[config.mk]
export PLATFORM = sky130hd
export DESIGN_NAME = adsr_div
export DESIGN_NICKNAME = d
export VERILOG_FILES = /design/src/adsr_div.sv
export SDC_FILE = /design/constraint.sdc
export NUM_CORES = 2
export LEC_CHECK = 0
export BUFFER_PORTS_ARGS = -buffer_cell sky130_fd_sc_hd__buf_2
export CAP_MARGIN = 40
export CORE_MARGIN = 4
export CORE_UTILIZATION = 35
export CTS_CLUSTER_DIAMETER = 50
export DETAILED_ROUTE_END_ITERATION = 7
export GPL_ROUTABILITY_DRIVEN = 1
export GPL_TIMING_DRIVEN = 0
export PLACE_DENSITY = 0.49
export SYNTH_ARGS = -nofsm -noshare
export SYNTH_HDL_FRONTEND = slang
export SYNTH_SLANG_ARGS = --single-unit
[constraint.sdc]
create_clock -name clk -period 16.2 [get_ports clk]
set_input_delay 3.24 -clock clk [delete_from_list [all_inputs] [get_ports clk]]
set_output_delay 3.24 -clock clk [all_outputs]
set_load 0.005 [all_outputs]
[src/adsr_div.sv]
// Pipelined restoring divider, one quotient bit per stage, with sideband.
`default_nettype none
module adsr_div #(
  parameter int DEN_W = 24,
  parameter int Q_W   = 16,
  parameter int SB_W  = 8
) (
  input  wire logic                   clk,
  input  wire logic                   rst_n,
  input  wire logic                   in_valid,
  output logic                        in_ready,
  input  wire logic [DEN_W+Q_W-1:0]   in_num,
  input  wire logic [DEN_W-1:0]       in_den,
  input  wire logic [SB_W-1:0]        in_sb,
  output logic                        out_valid,
  input  wire logic                   out_ready,
  output logic [Q_W-1:0]              out_q,
  output logic [SB_W-1:0]             out_sb
);
  localparam int NUM_W = DEN_W + Q_W;

  // numerator must stay below den * 2^Q_W
  logic             v_r   [Q_W];
  logic [NUM_W-1:0] rem_r [Q_W];
  logic [DEN_W-1:0] den_r [Q_W];
  logic [Q_W-1:0]   q_r   [Q_W];
  logic [SB_W-1:0]  sb_r  [Q_W];
  logic             rdy   [Q_W];

  genvar k;
  generate
    for (k = 0; k < Q_W; k++) begin : g_st
      localparam int B = Q_W - 1 - k;
      logic             v_i;
      logic [NUM_W-1:0] rem_i;
      logic [DEN_W-1:0] den_i;
      logic [Q_W-1:0]   q_i;
      logic [SB_W-1:0]  sb_i;
      logic [NUM_W-1:0] dsh;
      logic             take;

      if (k == 0) begin : g_first
        assign v_i   = in_valid;
        assign rem_i = in_num;
        assign den_i = in_den;
        assign q_i   = '0;
        assign sb_i  = in_sb;
      end else begin : g_next
        assign v_i   = v_r[k-1];
        assign rem_i = rem_r[k-1];
        assign den_i = den_r[k-1];
        assign q_i   = q_r[k-1];
        assign sb_i  = sb_r[k-1];
      end

      if (k == Q_W - 1) begin : g_last_rdy
        assign rdy[k] = !v_r[k] || out_ready;
      end else begin : g_mid_rdy
        assign rdy[k] = !v_r[k] || rdy[k+1];
      end

      assign dsh  = NUM_W'(den_i) << B;
      assign take = rem_i >= dsh;

      always_ff @(posedge clk) begin
        if (!rst_n) begin
          v_r[k] <= 1'b0;
        end else if (rdy[k]) begin
          v_r[k] <= v_i;
        end
      end

      always_ff @(posedge clk) begin
        if (rdy[k]) begin
          rem_r[k] <= take ? rem_i - dsh : rem_i;
          den_r[k] <= den_i;
          q_r[k]   <= q_i | (take ? (Q_W'(1) << B) : '0);
          sb_r[k]  <= sb_i;
        end
      end
    end
  endgenerate

  assign in_ready  = rdy[0];
  assign out_valid = v_r[Q_W-1];
  assign out_q     = q_r[Q_W-1];
  assign out_sb    = sb_r[Q_W-1];
endmodule
`default_nettype wire

==> results by group <==
GRT
  • Total grt overflow: 0
  • GRT Total Usage: 0.1603
  • Largest net degree at the start of global routing: 74
  • First-pass GRT wire length: roughly 240000 um
  • Antenna violations before repair: 6
  • Vias in the first global route: about 44000

Die
  • Io pins: around 100
  • Core area: around 180000 sq um
  • Initial Util: 0.3531
  • DIE HEIGHT: 435.7 um
  • Num rows: 156
  • Die W: ~440 um
  • Die ar.: approximately 190000 sq um

Logic synthesis
  • Top cell type by total area after synthesis: edfxtp_1
  • Mean Syn Cell Area: approximately 12 sq um
  • Post-synth ARST share: 0
  • Synth top area share: 0.5810
  • Post-synth cell types: 100
  • Synthesis Warnings: 0
  • Post-synthesis cell count: roughly 5400
  • Cell area after synthesis: 64040 sq um
  • Mapped Nets: 5887
  • Number of flops mapped to enable cells by yosys: between 1000 and 1500
  • Synth Register Bits: about 1200
  • Synth area leaders: edfxtp_1 (58%), ha_1 (7.5%), a21oi_1 (3.0%)
  • Top_reg_cell synth: edfxtp_1
  • Seq/Total Area, Yosys: 0.5813

Routing
  • Routed wire length: about 150000 um
  • DR WL/cell: 18.57 um
  • Via/cell ratio: 5.024
  • Initial DRT Pass Iterations: 5
  • Vias: between 40000 and 50000
  • Number of remaining DRC errors: 0
  • Detail Route Antenna Nets: 0
  • DR iter-0 viols: ~1800

Placement
  • Dpl hpwl: approximately 120000 um
  • Port bufs: slightly above 100
  • Gpl congestion: 0.9477
  • Setup WS pre-CTS: about 6.4 ns
  • Inst Count DP: 7914
  • Dpl cell area: about 68000 sq um

STA
  • Final WS setup: between 6 and 7 ns
  • Final Cycle Share: 0.6020
  • Worst slew pin tran: 0.9133 ns
  • Slew margin rel.: 0.3754
  • Max-slew violation count: 0
  • RSZ-0062 raised after global routing: false
  • Final Hold Viols: 0
  • Final critical-path required period: 9.752 ns
  • Fmax: 102.5 MHz
  • Final Setup Violations: 0
  • WHS: 0.4128 ns
  • Max Clock Skew: around 0.027 ns

Clock network
  • Later-pin clock latency in the skew report: a little under 0.8 ns
  • CTS tree: yes
  • Clk root buf: clkbuf_16
  • Worst-path clk slew: ~0.060 ns
  • H-tree levels: 4
  • Hold_buf cts: 0
  • Postcts setup bufs: 0
  • CTS resizes: 0
  • Max Root-Sink Buffers: 3
  • Sink Count: between 1000 and 1500
  • TritonCTS Buffers: between 150 and 200

Worst hold path
  • HP Class: flop to flop
  • WHS Path Cells: 0

Final layout
  • Finished Cell Area: around 74000 sq um
  • Final net count: between 6000 and 7000
  • Post-Layout Cell Count: between 8000 and 9000
  • Layout cells sized above 1: 0.09634
  • Multi-input gate area: roughly 25000 sq um
  • Area delta synth->final: 15.18%
  • # fillers: around 17000
  • Final Core Density: 0.4068
  • Sequential Area: between 30000 and 40000 sq um

Power
  • Peak supply drop: just over 0.08 mV
  • Leakage: around 30 nW
  • Pwr Density: ~180 nW/um^2

Worst setup path
  • Worst Path Required: 12.96 ns
  • Cell mode on critical path: and3_1
  • Crit-path leading delay family: simple AND/OR/NAND/NOR gates
  • Critical path class: input pin to output pin
  • Critical path depth: 11
  • CP Cell Sequence: buf_2 > nand3b_1 > nor2_1 > and2_1 > and3_1 > and3_1 > inv_4 > nor2_1 > and3_1 > nand3_4 > buf_2
  • Slowest cell on crit path: and3_1
  • Startpoint types: input pin
  • WP data arrival: roughly 6.5 ns
  • Worst Reg-to-Reg Cells: 12
  • CP Buf/Inv Count: 3
  • Setup crit end kind: output pin
  • Crit-path max cell delay: around 0.40 ns
  • Critical Path Fanout Max: 16

Job
  • Max-Cap Viols: 0

Outcome
  • Status: complete, no violations
[report_power, final]
part	internal, W	total (W)	switching, W
Clock	0.00224	0.00363	0.00139
Combinational	0.00209	0.00486	0.00276
Sequential	0.00466	0.00513	0.000473
Total	0.00899	0.0136	0.00463
[cells in the final DEF (no fill, tap or decap), types with 42 or more instances in the layout]
cell          n
o21a_1       59
edfxtp_1   1239
nand2b_1     68
o21ai_0     325
nor3_1      119
nand3_1      76
nand2_1     373
nor2b_1      69
a31oi_1      42
a21o_1      143
a21oi_1     389
and3_1       52
clkbuf_16   176
o31ai_1      44
nand4_1      55
ha_1        384
xnor2_1     197
inv_1       494
nor4_1       54
or3_1        44
nor2_1      357
clkbuf_1     89
mux2_2       78
xor2_1      190
buf_2       128
[cells in the mapped netlist (all sizes together), types with 68 or more instances]
cell type / number
nor2: 358
nand2: 379
mux2: 80
nand3: 77
clkbuf: 69
xnor2: 197
inv: 503
ha: 384
nand2b: 68
o21ai: 337
xor2: 190
nor3: 121
a21oi: 390
edfxtp: 1239
nor2b: 69
a21o: 143
[worst paths after layout]
kind	from	slack [ns]	endpoint
min	sb_r[1][1]$_DFFE_PP_	0.41	sb_r[1][9]$_DFFE_PP_
min reg2reg	sb_r[1][1]$_DFFE_PP_	0.41	sb_r[1][9]$_DFFE_PP_
max reg2reg	rem_r[0][105]$_DFFE_PP_	11.46	rem_r[0][149]$_DFFE_PP_
max	out_ready	6.45	in_ready
[stage by stage]
step	TNS [ns]	power, W
2_1_floorplan	0	0.008751
3_3_place_gp	-0.9234	0.009968
3_5_place_dp	0	0.01003
4_1_cts	0	0.01374
5_1_grt	0	0.01455
6_report	0	0.01361
[kinds of logic (layout without fill, tap and decap cells)]
family          count (synthesis)  after routing  share of synthesized area
simple gates                 1403           1403                     0.1075
compound gates               1291           1291                     0.1269
flops                        1240           1240                     0.5813
buf+inv                       604           1046                    0.03625
fa+ha+maj                     399            399                    0.07972
xor+xnor                      387            387                    0.05293
mux                            88             88                    0.01532
other cells                     0             15                          0
[layer usage]
layer	part of all wire	global-route usage	up-vias	routed length [um]
li1	-	-	20690	-
met2	0.55	0.3155	780	84260
met1	0.34	0.1460	19450	52100
met4	0.080	0.1193	0	12300
met3	0.028	0.02488	465	4316
met5	0	0	-	0
[final cells by class]
type                       instances  share of cell area
sequential                      1240              0.5047
multi-input combinational       3568              0.3329
clock buffer                     197             0.06078
tap                             2370             0.04020
inverter                         503             0.02584
timing repair buffer             132             0.01469
clock inverter                   113             0.01454
buffer                           101            0.005869
antenna                           15           0.0005089
[state kept, by name, indices dropped and copies added (netlist names)]
name	cells
sb_r	128
rem_r	600
q_r	136
den_r	360
v_r	16
Note: power is estimated with default switching activity, not from simulation.
